==> src/design/assert_macros.svh <==
// Assertion macros shared by the RTL of this project.
// Include from any module that carries concurrent checks; no other dependencies.
`ifndef ASSERT_MACROS_SVH
`define ASSERT_MACROS_SVH
`ifndef SYNTHESIS
// Property must hold at every clock edge outside reset.
`define ASSERT_AT(lbl, clk, rstn, prop, msg) \
    lbl: assert property (@(posedge clk) disable iff (!rstn) prop) else $error(msg);
// Condition must never be seen outside reset.
`define ASSERT_NEVER(lbl, clk, rstn, cond, msg) \
    lbl: assert property (@(posedge clk) disable iff (!rstn) !(cond)) else $error(msg);
`else
`define ASSERT_AT(lbl, clk, rstn, prop, msg)
`define ASSERT_NEVER(lbl, clk, rstn, cond, msg)
`endif
`endif

==> src/design/ou_psu_pkg.sv <==
// Shared types, constants and tables for the OU series update block.
// No dependencies; used by ou_psu_ctrl, ou_psu_dp and the top level.
`timescale 1ns / 1ps
package ou_psu_pkg;

    localparam int DATA_W = 32;
    localparam int FRAC_W = 16;
    localparam int IBITS  = 30;
    localparam int ACC_W  = 36;
    localparam int PROD_W = 64;
    localparam int SQ_W   = 63;

    localparam logic [30:0] ONE_I  = 31'h4000_0000;
    localparam logic [21:0] X_CAP  = 22'h20_0000;
    localparam logic [33:0] N_CAP  = 34'h2_0000_0000;

    // Configuration register indexes
    localparam logic [1:0] REG_MEAN  = 2'd0;
    localparam logic [1:0] REG_SCALE = 2'd1;
    localparam logic [1:0] REG_INV   = 2'd2;

    // Multiply operations of the shared multiplier
    typedef enum logic [3:0] {
        MOP_NONE,
        MOP_X,
        MOP_TR,
        MOP_TDIV,
        MOP_DP,
        MOP_PP,
        MOP_DD,
        MOP_MD,
        MOP_S1,
        MOP_TERM,
        MOP_STERM
    } mop_t;

    typedef struct packed {
        logic       load;
        mop_t       mop;
        logic       wb;
        logic       exp_init;
        logic       exp_sel;
        logic       save_d;
        logic       save_p;
        logic       sq_init;
        logic       sq_step;
        logic       finish;
        logic [3:0] div_idx;
    } cmd_t;

    typedef struct packed {
        logic [4:0] whole;
    } stat_t;

    typedef enum logic [14:0] {
        ST_IDLE     = 15'h0001,
        ST_XMUL     = 15'h0002,
        ST_EXP_INIT = 15'h0004,
        ST_TR       = 15'h0008,
        ST_TDIV     = 15'h0010,
        ST_EXP_DONE = 15'h0020,
        ST_DP       = 15'h0040,
        ST_PP       = 15'h0080,
        ST_DD       = 15'h0100,
        ST_SQ_INIT  = 15'h0200,
        ST_SQRT     = 15'h0400,
        ST_MD       = 15'h0800,
        ST_S1       = 15'h1000,
        ST_TERM     = 15'h2000,
        ST_DONE     = 15'h4000
    } state_t;

    // Exact floor(n / (k+1)) for n < 2^31 as (n * m) >> sh
    function automatic logic [31:0] div_mult(input logic [3:0] k);
        logic [31:0] m;
        case (k)
            4'd0:    m = 32'd2147483648;
            4'd1:    m = 32'd2147483648;
            4'd2:    m = 32'd2863311531;
            4'd3:    m = 32'd2147483648;
            4'd4:    m = 32'd3435973837;
            4'd5:    m = 32'd2863311531;
            4'd6:    m = 32'd2454267027;
            4'd7:    m = 32'd2147483648;
            4'd8:    m = 32'd3817748708;
            4'd9:    m = 32'd3435973837;
            4'd10:   m = 32'd3123612579;
            4'd11:   m = 32'd2863311531;
            4'd12:   m = 32'd2643056798;
            4'd13:   m = 32'd2454267027;
            4'd14:   m = 32'd2290649225;
            default: m = 32'd2147483648;
        endcase
        return m;
    endfunction

    function automatic logic [5:0] div_shift(input logic [3:0] k);
        logic [5:0] s;
        case (k)
            4'd0:                      s = 6'd31;
            4'd1:                      s = 6'd32;
            4'd2, 4'd3:                s = 6'd33;
            4'd4, 4'd5, 4'd6, 4'd7:    s = 6'd34;
            default:                   s = 6'd35;
        endcase
        return s;
    endfunction

endpackage

==> src/design/ou_psu_dp.sv <==
// Datapath of the OU series update: config registers, state, shared multiplier,
// square root iteration and accumulator. Depends on ou_psu_pkg.
`timescale 1ns / 1ps
module ou_psu_dp (
    input  logic               aclk,
    input  logic               aresetn,
    input  logic               cfg_valid,
    input  logic [1:0]         cfg_index,
    input  logic [31:0]        cfg_data,
    input  logic [31:0]        in_time,
    input  logic [31:0]        in_noise,
    input  ou_psu_pkg::cmd_t   cmd,
    output ou_psu_pkg::stat_t  stat,
    output logic [31:0]        value
);

    logic [31:0] mean_reg, scale_reg, inv_reg;
    logic [31:0] prev_v_reg, prev_t_reg;
    logic [31:0] gap_reg, nmag_reg;
    logic        nneg_reg;
    logic [21:0] x_reg;
    logic [30:0] r_reg, term_reg, rest_reg, sq_reg;
    logic [31:0] sum_reg, d_reg, p_reg, s1_reg;
    logic signed [ou_psu_pkg::ACC_W-1:0] acc_reg;
    logic [ou_psu_pkg::SQ_W-1:0] v_reg, res_reg, bit_reg;
    logic [ou_psu_pkg::PROD_W-1:0] prod_reg;
    logic [31:0] value_reg;

    logic [31:0] mul_a, mul_b;
    logic [5:0]  mul_sh;
    logic [ou_psu_pkg::PROD_W-1:0] mul_cap, shifted, capped;
    logic [33:0] mres;
    logic signed [32:0] diff;
    logic [31:0] diff_mag;
    logic [31:0] sum_odd;
    logic [ou_psu_pkg::SQ_W-1:0] trial;
    logic signed [ou_psu_pkg::ACC_W-1:0] acc_sat_lo, acc_sat_hi;
    logic [31:0] sat_val;

    // Root is final once the trial bit has shifted out
    function automatic logic sq_step_done();
        return (cmd.mop == ou_psu_pkg::MOP_MD) && !cmd.wb;
    endfunction

    assign stat.whole = x_reg[20:16];
    assign value      = value_reg;

    // Configuration and per-series state
    always_ff @(posedge aclk) begin
        if (!aresetn) begin
            mean_reg   <= '0;
            scale_reg  <= 32'h0001_0000;
            inv_reg    <= 32'h0001_0000;
            prev_v_reg <= '0;
            prev_t_reg <= '0;
        end else begin
            if (cfg_valid) begin
                case (cfg_index)
                    ou_psu_pkg::REG_MEAN:  mean_reg  <= cfg_data;
                    ou_psu_pkg::REG_SCALE: scale_reg <= cfg_data;
                    ou_psu_pkg::REG_INV:   inv_reg   <= cfg_data;
                    default: ;
                endcase
            end
            if (cmd.load)   prev_t_reg <= in_time;
            if (cmd.finish) prev_v_reg <= sat_val;
        end
    end

    // Difference to the mean in sign-magnitude form
    assign diff     = $signed({prev_v_reg[31], prev_v_reg}) - $signed({mean_reg[31], mean_reg});
    assign diff_mag = diff[32] ? 32'(-diff) : diff[31:0];

    // Operand, shift and cap selection
    always_comb begin
        mul_a   = '0;
        mul_b   = '0;
        mul_sh  = 6'd30;
        mul_cap = 64'(ou_psu_pkg::ONE_I);
        case (cmd.mop)
            ou_psu_pkg::MOP_X: begin
                mul_a = gap_reg; mul_b = inv_reg; mul_sh = 6'd16;
                mul_cap = 64'(ou_psu_pkg::X_CAP);
            end
            ou_psu_pkg::MOP_TR: begin
                mul_a = 32'(term_reg); mul_b = 32'(r_reg);
            end
            ou_psu_pkg::MOP_TDIV: begin
                mul_a   = 32'(term_reg);
                mul_b   = ou_psu_pkg::div_mult(cmd.div_idx);
                mul_sh  = ou_psu_pkg::div_shift(cmd.div_idx);
                mul_cap = '1;
            end
            ou_psu_pkg::MOP_DP: begin
                mul_a = d_reg; mul_b = p_reg;
            end
            ou_psu_pkg::MOP_PP: begin
                mul_a = p_reg; mul_b = p_reg;
            end
            ou_psu_pkg::MOP_DD: begin
                mul_a = d_reg; mul_b = d_reg;
            end
            ou_psu_pkg::MOP_MD: begin
                mul_a = diff_mag; mul_b = d_reg;
                mul_cap = 64'(ou_psu_pkg::N_CAP);
            end
            ou_psu_pkg::MOP_S1: begin
                mul_a = scale_reg; mul_b = 32'(sq_reg);
                mul_cap = 64'(32'hFFFF_FFFF);
            end
            ou_psu_pkg::MOP_TERM: begin
                mul_a = s1_reg; mul_b = nmag_reg; mul_sh = 6'd16;
                mul_cap = 64'(ou_psu_pkg::N_CAP);
            end
            ou_psu_pkg::MOP_STERM: begin
                mul_a = scale_reg; mul_b = nmag_reg; mul_sh = 6'd16;
                mul_cap = 64'(ou_psu_pkg::N_CAP);
            end
            default: ;
        endcase
    end

    // Product register; shift and saturate on the writeback cycle
    always_ff @(posedge aclk) begin
        prod_reg <= 64'(mul_a) * 64'(mul_b);
    end

    assign shifted = prod_reg >> mul_sh;
    assign capped  = (shifted > mul_cap) ? mul_cap : shifted;
    assign mres    = capped[33:0];

    // Alternating series: odd terms subtract with floor at zero
    assign sum_odd = (32'(mres[30:0]) > sum_reg) ? 32'd0 : sum_reg - 32'(mres[30:0]);

    // Square root trial value
    assign trial = res_reg + bit_reg;

    // Saturation of the accumulator to the signed 32-bit range
    assign acc_sat_lo = -(ou_psu_pkg::ACC_W'(64'sh8000_0000));
    assign acc_sat_hi = ou_psu_pkg::ACC_W'(64'sh7FFF_FFFF);
    always_comb begin
        if (acc_reg < acc_sat_lo)      sat_val = 32'h8000_0000;
        else if (acc_reg > acc_sat_hi) sat_val = 32'h7FFF_FFFF;
        else                           sat_val = acc_reg[31:0];
    end

    // Working registers
    always_ff @(posedge aclk) begin
        if (cmd.load) begin
            gap_reg  <= (in_time >= prev_t_reg) ? in_time - prev_t_reg : 32'd0;
            nneg_reg <= in_noise[31];
            nmag_reg <= in_noise[31] ? 32'(-in_noise) : in_noise;
            acc_reg  <= ou_psu_pkg::ACC_W'($signed(mean_reg));
        end
        if (cmd.exp_init) begin
            r_reg    <= cmd.exp_sel ? ou_psu_pkg::ONE_I : {1'b0, x_reg[15:0], 14'b0};
            term_reg <= ou_psu_pkg::ONE_I;
            sum_reg  <= 32'(ou_psu_pkg::ONE_I);
        end
        if (cmd.save_d) d_reg <= x_reg[21] ? 32'd0 : sum_reg;
        if (cmd.save_p) p_reg <= sum_reg;
        if (cmd.sq_init) begin
            v_reg   <= {2'b0, rest_reg, 30'b0};
            res_reg <= '0;
            bit_reg <= {1'b1, 62'b0};
        end
        if (cmd.sq_step) begin
            if (v_reg >= trial) begin
                v_reg   <= v_reg - trial;
                res_reg <= (res_reg >> 1) + bit_reg;
            end else begin
                res_reg <= res_reg >> 1;
            end
            bit_reg <= bit_reg >> 2;
        end
        if (cmd.wb) begin
            case (cmd.mop)
                ou_psu_pkg::MOP_X:  x_reg <= mres[21:0];
                ou_psu_pkg::MOP_TR: term_reg <= mres[30:0];
                ou_psu_pkg::MOP_TDIV: begin
                    term_reg <= mres[30:0];
                    // div_idx even means an odd term number
                    sum_reg  <= cmd.div_idx[0] ? sum_reg + 32'(mres[30:0]) : sum_odd;
                end
                ou_psu_pkg::MOP_DP: d_reg <= mres[31:0];
                ou_psu_pkg::MOP_PP: p_reg <= mres[31:0];
                ou_psu_pkg::MOP_DD: rest_reg <= ou_psu_pkg::ONE_I - mres[30:0];
                ou_psu_pkg::MOP_MD: begin
                    if (diff[32]) acc_reg <= acc_reg - ou_psu_pkg::ACC_W'(mres);
                    else          acc_reg <= acc_reg + ou_psu_pkg::ACC_W'(mres);
                end
                ou_psu_pkg::MOP_S1: s1_reg <= mres[31:0];
                ou_psu_pkg::MOP_TERM, ou_psu_pkg::MOP_STERM: begin
                    if (nneg_reg) acc_reg <= acc_reg - ou_psu_pkg::ACC_W'(mres);
                    else          acc_reg <= acc_reg + ou_psu_pkg::ACC_W'(mres);
                end
                default: ;
            endcase
        end
        if (sq_step_done()) sq_reg <= res_reg[30:0];
        if (cmd.finish) value_reg <= sat_val;
    end

endmodule

==> config.mk <==
export PLATFORM = sky130hd
export DESIGN_NAME = ou_psu_dp
export DESIGN_NICKNAME = d
export VERILOG_FILES = /design/src/design/assert_macros.svh /design/src/design/ou_psu_pkg.sv /design/src/design/ou_psu_dp.sv
export SDC_FILE = /design/constraint.sdc
export NUM_CORES = 2
export LEC_CHECK = 0
export BUFFER_PORTS_ARGS = -buffer_cell sky130_fd_sc_hd__clkbuf_2
export CORE_UTILIZATION = 57
export DETAILED_ROUTE_END_ITERATION = 8
export PLACE_DENSITY = 0.73
export SKIP_LAST_GASP = 1
export SYNTH_ARGS = -nofsm -noshare
export SYNTH_HDL_FRONTEND = slang
export SYNTH_SLANG_ARGS = --single-unit
==> constraint.sdc <==
create_clock -name aclk -period 13.9 [get_ports aclk]
set_input_delay 0.695 -clock aclk [delete_from_list [all_inputs] [get_ports aclk]]
set_output_delay 0.695 -clock aclk [all_outputs]
set_load 0.01 [all_outputs]
==> impl_metrics.toml <==
[global_route]
grt_overflow = 0
grt.total_usage = 0.434
antenna_found_initial = 25
grt_max_degree = 97
grt_first_pass_wirelength_mm = 503
first_global_vias = 76400

[placement]
place_ws_ps = 1380
placed_cells_incl_taps = 12100
portBuffers = 154
dp_hpwl_mm = 271
gp_congestion = 1.04

[worst_hold_path]
worstHoldStart = "in_time[7]"
hold_path_class = "input port to register"
hold_end = "prev_t_reg[7]"
whs_path_depth = 3

[final_layout]
fin_cells = 12300
drive_gt1_frac = 0.0685
fin_nets = 11900
largest_reg_flops = 64
final_util = 0.617
area_delta_synth_final_pct = 7.10

[floorplan]
dieArea_mm2 = 0.156
core-area_mm2 = 0.152
die_width_um = 395
start_util = 0.576
ios = 155
rows = 143
die_h_um = 395

[power]
ir_worst_vdd_v = 0.000181
p_per_area_mw_per_mm2 = 167
p_leak_nw = 42.0

[critical_path]
critPathLaunchType = "register"
r2r-start = "mean_reg[1]"
r2r_cells = 38
worstSetupPathType = "register to register"
rrSetupSlack_ps = 1080
crit_required_ps = 14550
critPathMostFrequentCell = "fa_1"
cpPeakStageDelay_ps = 950
critPathArrivalTime_ps = 13470
path_max_fanout = 15
cpMaxStageDelayCell = "o21bai_2"
rr_endpoint = "prod_reg[63]"
worstSetupEndpointType = "register"

[yosys]
synth-seq-cells = 775
synth.top_cell.area_share = 0.206
async_flop_share = 0
synth_edf_count = 324
synth_area_per_cell_um2 = 8.55
yosysTopAreaCell = "fa_1"
ys_top_cells_by_count = "nand2_1 (1,296), inv_1 (1,255), fa_1 (903)"
synth_cell_types = 108
ys_seq_area_frac = 0.214
synthTopCellsByArea = "fa_1 (21%), edfxtp_1 (11%), dfxtp_1 (10%)"
syn_nets = 12000
netlist_area_mm2 = 0.0878
synth_top_flop_cell = "dfxtp_1"
yosysWarnings = 0
synthMostInstantiatedCell = "nand2_1"
synthCells = 10300

[timing]
setup_viol = 0
rsz0062_at_grt = "no"
period_minus_slack_ps = 12820
tns_ps = 0
max_freq_ghz = 0.0780
post-route-period-util = 0.922
maxSlewViolCount = 2
fin_skew_ps = 112
fin_ws_ps = 1080
worstMarginPinSlew_ps = 1530
relSlewSlack = -0.0225
hold_violations = 0

[run_status]
outcome = "finished with violations"
violations = "slew limit"

[drt]
wl_mm = 342
vias = 78700
first_iter_violations = 9382
drt-vias-per-instance = 6.40
first_pass_iters = 7
ant_nets = 0
drcViolationCount = 0
drt-wirelength-per-cell_um = 27.8

[cts]
cts_setup_buffers = 0
cts_max_level = 3
cts_hold_buf = 0
clk_latency_ps = 770
cts_sinks = 775
cts_buffer_depth = 3
clockRootBuffer = "clkbuf_16"
cts_tree = "built"
clk_pin_slew_ps = 70
numCtsBuffers = 90
cts_resized = 0

[flow_run]
cap_violations = 0
-- area by class of cell --
cell class                 instances  area (µm²)
multi-input combinational       7675       62400
fill                           13300       58400
sequential                       775       18800
inverter                        1259        4730
clock buffer                     119        2540
tap                             2030        2540
timing repair buffer             370        2400
clock inverter                    51         642
antenna                           15        37.5
-- power breakdown --
| group | switching [mW] | internal [mW] |
|---|---|---|
| Combinational | 6.33 | 3.36 |
| Sequential | 0.538 | 2.90 |
| Clock | 1.11 | 1.46 |
| Total | 7.98 | 7.71 |
-- metrics by stage --
stage	power, mW	area, µm²	hold WS (ps)
finish	15.7	94100	215
detailed placement	12.8	90800	460
CTS	15.4	94000	184
floorplan	9.52	87800	433
global placement	12.7	90800	452
global route	16.5	94000	241
-- cell families (layout without fill, tap and decap cells) --
kind of cell / count (synthesis) / in the layout / share of synthesized area
compound gates: 2180 / 2180 / 0.165
buf+inv: 1819 / 1799 / 0.0791
fa+ha+maj: 1564 / 1564 / 0.300
mux: 254 / 254 / 0.0298
simple gates: 3244 / 3244 / 0.169
flops: 775 / 775 / 0.214
other cells: 0 / 15 / 0
xor+xnor: 433 / 433 / 0.0432
-- per-layer routing --
| layer | vias to the layer above | wire length, µm | part of all wire | GRT usage |
|---|---|---|---|---|
| li1 | 34300 | - | - | - |
| met1 | 38500 | 133000 | 0.39 | 0.569 |
| met2 | 4687 | 142000 | 0.42 | 0.627 |
| met3 | 1080 | 44700 | 0.13 | 0.150 |
| met4 | 30 | 21900 | 0.064 | 0.232 |
| met5 | - | 233 | 0.00068 | 0 |
-- how the worst max path moves through the flow --
stage / from / end / cells after the start
final: mean_reg[1] / prod_reg[63] / 38
after global routing: mean_reg[1] / prod_reg[63] / 39
after CTS: prev_v_reg[0] / prod_reg[63] / 39
after detailed placement: prev_v_reg[0] / prod_reg[63] / 39
after global placement: prev_v_reg[0] / prod_reg[63] / 39
after floorplan: mean_reg[1] / prod_reg[60] / 39
-- critical path: cells and delay by family (launching register included) --
family          cells  cell delay (ps)
fa+ha+maj          10             4830
mux                 1              110
compound gates     17             5970
buf+inv             4              250
simple gates        4              720
xor+xnor            2              420
flops               1              420
-- layout by cell type (no fill, tap or decap), types with 93 or more instances in the layout --
cell type  instances
a211oi_1         109
clkbuf_16         93
ha_1             661
nor2b_1          179
a21oi_1          444
nor2_1           882
mux2i_1          218
nand3b_1         115
inv_1           1255
fa_1             903
and2_1           137
xnor2_1          250
nand3_1          132
a21o_1           209
xor2_1           183
nand2_1         1294
dfxtp_1          451
buf_4            217
a21boi_0         108
o21ai_0          444
clkbuf_2         151
edfxtp_1         324
a22oi_1           98
a31oi_1          121
Note: power is estimated with default switching activity, not from simulation.
