$ cat src/design/assert_macros.svh
// Assertion macros shared by the RTL of this project.
// Include from any module that carries concurrent checks; no other dependencies.
`ifndef ASSERT_MACROS_SVH
`define ASSERT_MACROS_SVH
`ifndef SYNTHESIS
// Property must hold at every clock edge outside reset.
`define ASSERT_AT(lbl, clk, rstn, prop, msg) \
    lbl: assert property (@(posedge clk) disable iff (!rstn) prop) else $error(msg);
// Condition must never be seen outside reset.
`define ASSERT_NEVER(lbl, clk, rstn, cond, msg) \
    lbl: assert property (@(posedge clk) disable iff (!rstn) !(cond)) else $error(msg);
`else
`define ASSERT_AT(lbl, clk, rstn, prop, msg)
`define ASSERT_NEVER(lbl, clk, rstn, cond, msg)
`endif
`endif

$ cat src/design/ou_psu_pkg.sv
// Shared types, constants and tables for the OU series update block.
// No dependencies; used by ou_psu_ctrl, ou_psu_dp and the top level.
`timescale 1ns / 1ps
package ou_psu_pkg;

    localparam int DATA_W = 32;
    localparam int FRAC_W = 16;
    localparam int IBITS  = 30;
    localparam int ACC_W  = 36;
    localparam int PROD_W = 64;
    localparam int SQ_W   = 63;

    localparam logic [30:0] ONE_I  = 31'h4000_0000;
    localparam logic [21:0] X_CAP  = 22'h20_0000;
    localparam logic [33:0] N_CAP  = 34'h2_0000_0000;

    // Configuration register indexes
    localparam logic [1:0] REG_MEAN  = 2'd0;
    localparam logic [1:0] REG_SCALE = 2'd1;
    localparam logic [1:0] REG_INV   = 2'd2;

    // Multiply operations of the shared multiplier
    typedef enum logic [3:0] {
        MOP_NONE,
        MOP_X,
        MOP_TR,
        MOP_TDIV,
        MOP_DP,
        MOP_PP,
        MOP_DD,
        MOP_MD,
        MOP_S1,
        MOP_TERM,
        MOP_STERM
    } mop_t;

    typedef struct packed {
        logic       load;
        mop_t       mop;
        logic       wb;
        logic       exp_init;
        logic       exp_sel;
        logic       save_d;
        logic       save_p;
        logic       sq_init;
        logic       sq_step;
        logic       finish;
        logic [3:0] div_idx;
    } cmd_t;

    typedef struct packed {
        logic [4:0] whole;
    } stat_t;

    typedef enum logic [14:0] {
        ST_IDLE     = 15'h0001,
        ST_XMUL     = 15'h0002,
        ST_EXP_INIT = 15'h0004,
        ST_TR       = 15'h0008,
        ST_TDIV     = 15'h0010,
        ST_EXP_DONE = 15'h0020,
        ST_DP       = 15'h0040,
        ST_PP       = 15'h0080,
        ST_DD       = 15'h0100,
        ST_SQ_INIT  = 15'h0200,
        ST_SQRT     = 15'h0400,
        ST_MD       = 15'h0800,
        ST_S1       = 15'h1000,
        ST_TERM     = 15'h2000,
        ST_DONE     = 15'h4000
    } state_t;

    // Exact floor(n / (k+1)) for n < 2^31 as (n * m) >> sh
    function automatic logic [31:0] div_mult(input logic [3:0] k);
        logic [31:0] m;
        case (k)
            4'd0:    m = 32'd2147483648;
            4'd1:    m = 32'd2147483648;
            4'd2:    m = 32'd2863311531;
            4'd3:    m = 32'd2147483648;
            4'd4:    m = 32'd3435973837;
            4'd5:    m = 32'd2863311531;
            4'd6:    m = 32'd2454267027;
            4'd7:    m = 32'd2147483648;
            4'd8:    m = 32'd3817748708;
            4'd9:    m = 32'd3435973837;
            4'd10:   m = 32'd3123612579;
            4'd11:   m = 32'd2863311531;
            4'd12:   m = 32'd2643056798;
            4'd13:   m = 32'd2454267027;
            4'd14:   m = 32'd2290649225;
            default: m = 32'd2147483648;
        endcase
        return m;
    endfunction

    function automatic logic [5:0] div_shift(input logic [3:0] k);
        logic [5:0] s;
        case (k)
            4'd0:                      s = 6'd31;
            4'd1:                      s = 6'd32;
            4'd2, 4'd3:                s = 6'd33;
            4'd4, 4'd5, 4'd6, 4'd7:    s = 6'd34;
            default:                   s = 6'd35;
        endcase
        return s;
    endfunction

endpackage

$ cat src/design/ou_psu_ctrl.sv
// Sequencer of the OU series update: walks one item through the datapath.
// Depends on ou_psu_pkg for command, status and state types.
`timescale 1ns / 1ps
module ou_psu_ctrl (
    input  logic               aclk,
    input  logic               aresetn,
    input  logic               s_tvalid,
    output logic               s_tready,
    input  logic               start_in,
    output logic               m_tvalid,
    input  logic               m_tready,
    input  ou_psu_pkg::stat_t  stat,
    output ou_psu_pkg::cmd_t   cmd
);

    ou_psu_pkg::state_t state_reg, state_next;
    logic       phase_reg, phase_next;
    logic [3:0] idx_reg, idx_next;
    logic [2:0] bit_reg, bit_next;
    logic [4:0] sq_cnt_reg, sq_cnt_next;
    logic       exp_sel_reg, exp_sel_next;
    logic       start_reg, start_next;
    logic       out_valid_reg, out_valid_next;

    // State and counters
    always_ff @(posedge aclk) begin
        if (!aresetn) begin
            state_reg     <= ou_psu_pkg::ST_IDLE;
            phase_reg     <= 1'b0;
            idx_reg       <= '0;
            bit_reg       <= '0;
            sq_cnt_reg    <= '0;
            exp_sel_reg   <= 1'b0;
            start_reg     <= 1'b0;
            out_valid_reg <= 1'b0;
        end else begin
            state_reg     <= state_next;
            phase_reg     <= phase_next;
            idx_reg       <= idx_next;
            bit_reg       <= bit_next;
            sq_cnt_reg    <= sq_cnt_next;
            exp_sel_reg   <= exp_sel_next;
            start_reg     <= start_next;
            out_valid_reg <= out_valid_next;
        end
    end

    assign s_tready = (state_reg == ou_psu_pkg::ST_IDLE);
    assign m_tvalid = out_valid_reg;

    // Next state and commands; each multiply state runs issue then writeback
    always_comb begin
        state_next   = state_reg;
        phase_next   = 1'b0;
        idx_next     = idx_reg;
        bit_next     = bit_reg;
        sq_cnt_next  = sq_cnt_reg;
        exp_sel_next = exp_sel_reg;
        start_next   = start_reg;
        cmd          = '0;
        cmd.mop      = ou_psu_pkg::MOP_NONE;
        cmd.div_idx  = idx_reg;
        cmd.exp_sel  = exp_sel_reg;
        unique case (state_reg)
            ou_psu_pkg::ST_IDLE: begin
                if (s_tvalid) begin
                    cmd.load   = 1'b1;
                    start_next = start_in;
                    state_next = start_in ? ou_psu_pkg::ST_TERM : ou_psu_pkg::ST_XMUL;
                end
            end
            ou_psu_pkg::ST_XMUL: begin
                cmd.mop    = ou_psu_pkg::MOP_X;
                cmd.wb     = phase_reg;
                phase_next = !phase_reg;
                if (phase_reg) begin
                    exp_sel_next = 1'b0;
                    state_next   = ou_psu_pkg::ST_EXP_INIT;
                end
            end
            ou_psu_pkg::ST_EXP_INIT: begin
                cmd.exp_init = 1'b1;
                idx_next     = '0;
                state_next   = ou_psu_pkg::ST_TR;
            end
            ou_psu_pkg::ST_TR: begin
                cmd.mop    = ou_psu_pkg::MOP_TR;
                cmd.wb     = phase_reg;
                phase_next = !phase_reg;
                if (phase_reg) state_next = ou_psu_pkg::ST_TDIV;
            end
            ou_psu_pkg::ST_TDIV: begin
                cmd.mop    = ou_psu_pkg::MOP_TDIV;
                cmd.wb     = phase_reg;
                phase_next = !phase_reg;
                if (phase_reg) begin
                    if (idx_reg == 4'd15) begin
                        state_next = ou_psu_pkg::ST_EXP_DONE;
                    end else begin
                        idx_next   = idx_reg + 4'd1;
                        state_next = ou_psu_pkg::ST_TR;
                    end
                end
            end
            ou_psu_pkg::ST_EXP_DONE: begin
                if (!exp_sel_reg) begin
                    cmd.save_d   = 1'b1;
                    exp_sel_next = 1'b1;
                    state_next   = ou_psu_pkg::ST_EXP_INIT;
                end else begin
                    cmd.save_p = 1'b1;
                    bit_next   = '0;
                    state_next = ou_psu_pkg::ST_DP;
                end
            end
            ou_psu_pkg::ST_DP: begin
                // multiply in exp(-2^b) only where that bit of the integer part is set
                if (stat.whole[bit_reg]) begin
                    cmd.mop    = ou_psu_pkg::MOP_DP;
                    cmd.wb     = phase_reg;
                    phase_next = !phase_reg;
                    if (phase_reg) state_next = ou_psu_pkg::ST_PP;
                end else begin
                    state_next = ou_psu_pkg::ST_PP;
                end
            end
            ou_psu_pkg::ST_PP: begin
                cmd.mop    = ou_psu_pkg::MOP_PP;
                cmd.wb     = phase_reg;
                phase_next = !phase_reg;
                if (phase_reg) begin
                    if (bit_reg == 3'd4) begin
                        state_next = ou_psu_pkg::ST_DD;
                    end else begin
                        bit_next   = bit_reg + 3'd1;
                        state_next = ou_psu_pkg::ST_DP;
                    end
                end
            end
            ou_psu_pkg::ST_DD: begin
                cmd.mop    = ou_psu_pkg::MOP_DD;
                cmd.wb     = phase_reg;
                phase_next = !phase_reg;
                if (phase_reg) state_next = ou_psu_pkg::ST_SQ_INIT;
            end
            ou_psu_pkg::ST_SQ_INIT: begin
                cmd.sq_init = 1'b1;
                sq_cnt_next = '0;
                state_next  = ou_psu_pkg::ST_SQRT;
            end
            ou_psu_pkg::ST_SQRT: begin
                cmd.sq_step = 1'b1;
                sq_cnt_next = sq_cnt_reg + 5'd1;
                if (sq_cnt_reg == 5'd31) state_next = ou_psu_pkg::ST_MD;
            end
            ou_psu_pkg::ST_MD: begin
                cmd.mop    = ou_psu_pkg::MOP_MD;
                cmd.wb     = phase_reg;
                phase_next = !phase_reg;
                if (phase_reg) state_next = ou_psu_pkg::ST_S1;
            end
            ou_psu_pkg::ST_S1: begin
                cmd.mop    = ou_psu_pkg::MOP_S1;
                cmd.wb     = phase_reg;
                phase_next = !phase_reg;
                if (phase_reg) state_next = ou_psu_pkg::ST_TERM;
            end
            ou_psu_pkg::ST_TERM: begin
                cmd.mop    = start_reg ? ou_psu_pkg::MOP_STERM : ou_psu_pkg::MOP_TERM;
                cmd.wb     = phase_reg;
                phase_next = !phase_reg;
                if (phase_reg) state_next = ou_psu_pkg::ST_DONE;
            end
            ou_psu_pkg::ST_DONE: begin
                // wait until the output register is free
                if (!out_valid_reg || m_tready) begin
                    cmd.finish = 1'b1;
                    state_next = ou_psu_pkg::ST_IDLE;
                end
            end
            default: state_next = ou_psu_pkg::ST_IDLE;
        endcase
    end

    // Output register occupancy
    always_comb begin
        if (cmd.finish)    out_valid_next = 1'b1;
        else if (m_tready) out_valid_next = 1'b0;
        else               out_valid_next = out_valid_reg;
    end

endmodule

$ cat config.mk
export PLATFORM = sky130hd
export DESIGN_NAME = ou_psu_ctrl
export DESIGN_NICKNAME = d
export VERILOG_FILES = /design/src/design/assert_macros.svh /design/src/design/ou_psu_pkg.sv /design/src/design/ou_psu_ctrl.sv
export SDC_FILE = /design/constraint.sdc
export NUM_CORES = 1
export LEC_CHECK = 0
export ABC_AREA = 1
export ABC_CLOCK_PERIOD_IN_PS = 2000
export BUFFER_PORTS_ARGS = -buffer_cell sky130_fd_sc_hd__buf_4
export CAP_MARGIN = 20
export CORE_MARGIN = 10
export CORE_UTILIZATION = 55
export DETAILED_ROUTE_END_ITERATION = 12
export PLACE_DENSITY = 0.77
export RECOVER_POWER = 100
export SETUP_SLACK_MARGIN = 0.4
export SLEW_MARGIN = 20
export SYNTH_ARGS = -nofsm -noshare
export SYNTH_HDL_FRONTEND = slang
export SYNTH_SLANG_ARGS = --single-unit
$ cat constraint.sdc
create_clock -name aclk -period 2 [get_ports aclk]
set_clock_uncertainty 0.15 [all_clocks]
set_input_delay 0.1 -clock aclk [delete_from_list [all_inputs] [get_ports aclk]]
set_output_delay 0.1 -clock aclk [all_outputs]
set_load 0.005 [all_outputs]
==> flow_metrics.env <==
export IMPL_synth_top_family_by_area="simple AND/OR/NAND/NOR gates"
export IMPL_cts_buffers=5
export IMPL_cts_buffer_depth=2
export IMPL_grt_overflow_total=0
export IMPL_synth_mux_area_share_pct=0
export IMPL_routabilityCongestion=0.918
export IMPL_clock_sink_count=31
export IMPL_area_growth_pct=50.0
export IMPL_antenna_found_initial=0
export IMPL_crit_fanout=5
export IMPL_num_vias=2529
export IMPL_tritoncts="yes"
export IMPL_vias_per_cell=5.98
export IMPL_critical_path_required_ns=2.08
export IMPL_path_class="register to register"
export IMPL_p_per_area_nw_per_um2=1700
export IMPL_setup_violations=23
export IMPL_synth_xor_area_share_pct=0.861
export IMPL_timing_fmax_mhz=456
export IMPL_finalPower_mw=5.18
export IMPL_nNetsFinal=389
export IMPL_die_y_um=80.8
export IMPL_ir_drop_mv=1.21
export IMPL_diodes=0
export IMPL_final_util_pct=84.6
export IMPL_root_buffer="clkbuf_8"
export IMPL_synth_largest_area_cell="dfxtp_1"
export IMPL_violations="negative setup slack"
export IMPL_ctsHtreeMaxLevel=2
export IMPL_leakagePower_nw=1.40
export IMPL_status="complete, but fails checks"
export IMPL_drv_cap=0
export IMPL_postSynthCellCount=303
export IMPL_synthSimpleGateAreaFrac_pct=48.3
export IMPL_synth_fa_ha_area_share_pct=3.08
export IMPL_synthesis_nets=318
export IMPL_hold_viol=0
export IMPL_rsz0062_at_grt="true"
export IMPL_synth_seq_cells=31
export IMPL_netlist_area_um2=2030
export IMPL_wire_per_inst_um=19.2
export IMPL_hold_slack_ns=0.00930
export IMPL_ys_seq_area_share_pct=30.5
export IMPL_worst_pin_slew_ns=0.412
export IMPL_yosys_warnings=0
export IMPL_first_pass_iters=6
export IMPL_critPathCaptureType="register"
export IMPL_initial_core_util_pct=56.4
export IMPL_fp_row_count=22
export IMPL_hold_path_class="input port to register"
export IMPL_largest_register_ffs=15
export IMPL_drv_slew=0
export IMPL_drc_errors=0
export IMPL_fp_dieW_um=80.8
export IMPL_synth_avg_cell_area_um2=6.71
export IMPL_ant_nets=0
export IMPL_worst_slack_ns=-0.193
export IMPL_start_kind="register"
export IMPL_dp_hpwl_um=3790
export IMPL_min_period_ns=2.19
export IMPL_port_buffers=28
export IMPL_synth_top_area_share_pct=30.5
export IMPL_grt_total_usage_pct=20.0
export IMPL_synthTopCellsByArea="dfxtp_1, nand2_1, nor2_1, inv_1, nor2_4"
export IMPL_grt_max_degree=18
export IMPL_clk_latency_ns=0.30
export IMPL_worstPathArrival_ns=2.27
export IMPL_drt_wl_total_um=8110
export IMPL_synth_cell_types=35
export IMPL_slew_headroom_pct=72.4
export IMPL_final_cells=423
export IMPL_fillCellCount=201
export IMPL_die_area_um2=6530
export IMPL_path_clk_slew_ns=0.06
export IMPL_fin_crit_sh_pct=110
export IMPL_drive_above_1_share_pct=45.6
export IMPL_grt_pass1_wl_um=10300
export IMPL_first_iter_violations=349
export IMPL_core_um2=3610
export IMPL_io_pins=29
export IMPL_synth_compound_area_share_pct=7.75
export IMPL_grt_pass1_vias=2271
export IMPL_dp_cells=378
[logic make-up after synthesis]
kind of cell,Yosys count
AO/OA/AOI/OAI,28
flip-flops,31
XOR/XNOR,2
adder cells (fa/ha/maj),5
AND/OR/NAND/NOR,191
buffers and inverters,46
[area by class of cell]
class / instances / area (µm²) / share of cell area [%]
Clock buffer: 7 / 76.3 / 2.50
Clock inverter: 1 / 5.00 / 0.164
Multi-Input combinational cell: 228 / 1530 / 50.3
Inverter: 40 / 153 / 5.00
Timing Repair Buffer: 68 / 577 / 18.9
Sequential cell: 31 / 647 / 21.2
Tap cell: 48 / 60.1 / 1.97
[cells in the final DEF, fill, tap and decap left out, types with 2 or more instances in the layout]
cell / netlist / routed
nand2_8: 1 / 5
buf_6: 0 / 13
o21ai_0: 9 / 6
inv_1: 36 / 29
nand3_4: 1 / 6
nand3_2: 4 / 4
xor2_1: 2 / 2
and2_1: 2 / 2
nand2_1: 69 / 58
nand2_4: 4 / 8
dfxtp_2: 0 / 12
dfxtp_4: 0 / 3
clkbuf_4: 0 / 6
dlygate4sd3_1: 0 / 2
nand2_2: 4 / 9
o21ai_2: 0 / 3
nor2_2: 6 / 10
clkbuf_1: 1 / 2
nand4_1: 6 / 6
nor2_4: 10 / 20
ha_1: 5 / 4
inv_2: 3 / 9
buf_4: 2 / 46
clkbuf_8: 0 / 5
a21oi_1: 12 / 10
a21oi_2: 1 / 2
nor2_1: 55 / 41
nand3_1: 22 / 17
nor3_1: 4 / 2
dfxtp_1: 31 / 16
[routing by layer]
layer / GRT usage (%) / up-vias / share of wire [%]
li1: - / 1097 / -
met5: 0 / - / 0
met2: 34.6 / 206 / 47
met1: 21.2 / 1158 / 34
met3: 5.19 / 68 / 11
met4: 12.8 / 0 / 7.9
[power by group]
part | internal [mW] | switching (mW) | total (mW) | leakage (nW)
combinational | 1.52 | 2.28 | 3.80 | 1.10
clock | 0.244 | 0.245 | 0.488 | 0.0422
sequential | 0.752 | 0.137 | 0.889 | 0.258
[critical path, cell delays in order, from the launching register on]
cell and delay [ns]:
dfxtp_4 0.36, nor2_4 0.14, nand2_4 0.10, nor2_8 0.19
nand2_4 0.12, nor2_4 0.16, buf_4 0.15, nand3_1 0.15
nand2_4 0.15, nand4_1 0.14, and2_1 0.21, nor2_1 0.12
[final timing paths]
path | from | slack, ns | to | cells after the start
setup / recovery | state_reg[12] | -0.19 | idx_reg[3] | 11
hold / removal | s_tvalid | 0.009 | state_reg[0] | 4
setup reg to reg | state_reg[12] | -0.19 | idx_reg[3] | 11
hold reg to reg | sq_cnt_reg[0] | 0.30 | sq_cnt_reg[0] | 1
[repair_timing]
item | CTS | global route
pin swaps | 19 | 26
endpoints found under the hold margin | 8 | 0
gates cloned | 2 | 0
setup endpoints to repair | 36 | 44
resized for setup | 37 | 60
hold buffers | 2 | 0
setup buffers | 23 | 10
[through the flow]
stage / cell area [µm²] / setup slack, ns / setup TNS (ns)
floorplan: 2060 / 0.246 / 0
CTS: 2750 / -0.0227 / -0.0227
global placement: 2320 / 0.0894 / 0
global route: 3050 / -0.329 / -4.11
finish: 3050 / -0.193 / -2.18
detailed placement: 2320 / 0.0493 / 0
[cells in the mapped netlist]
cell        n
a21o_1      1
nor2_1     55
xor2_1      2
nor2_2      6
a21oi_2     1
inv_1      36
nand3_2     4
buf_2       2
nand3b_1    1
nand2_8     1
buf_4       2
nor2_4     10
nand3_4     1
nand2_2     4
buf_8       1
o21ai_1     1
inv_2       3
o21a_1      1
nand3_1    22
ha_1        5
o21bai_1    1
o21ai_0     9
o2111ai_1   1
clkbuf_1    1
nand4_1     6
a21oi_1    12
nand2_4     4
and2_1      2
nand3b_2    1
clkinv_1    1
nor2_8      1
o211ai_1    1
nand2_1    69
nor3_1      4
dfxtp_1    31
(Power assumes the default switching activity.)
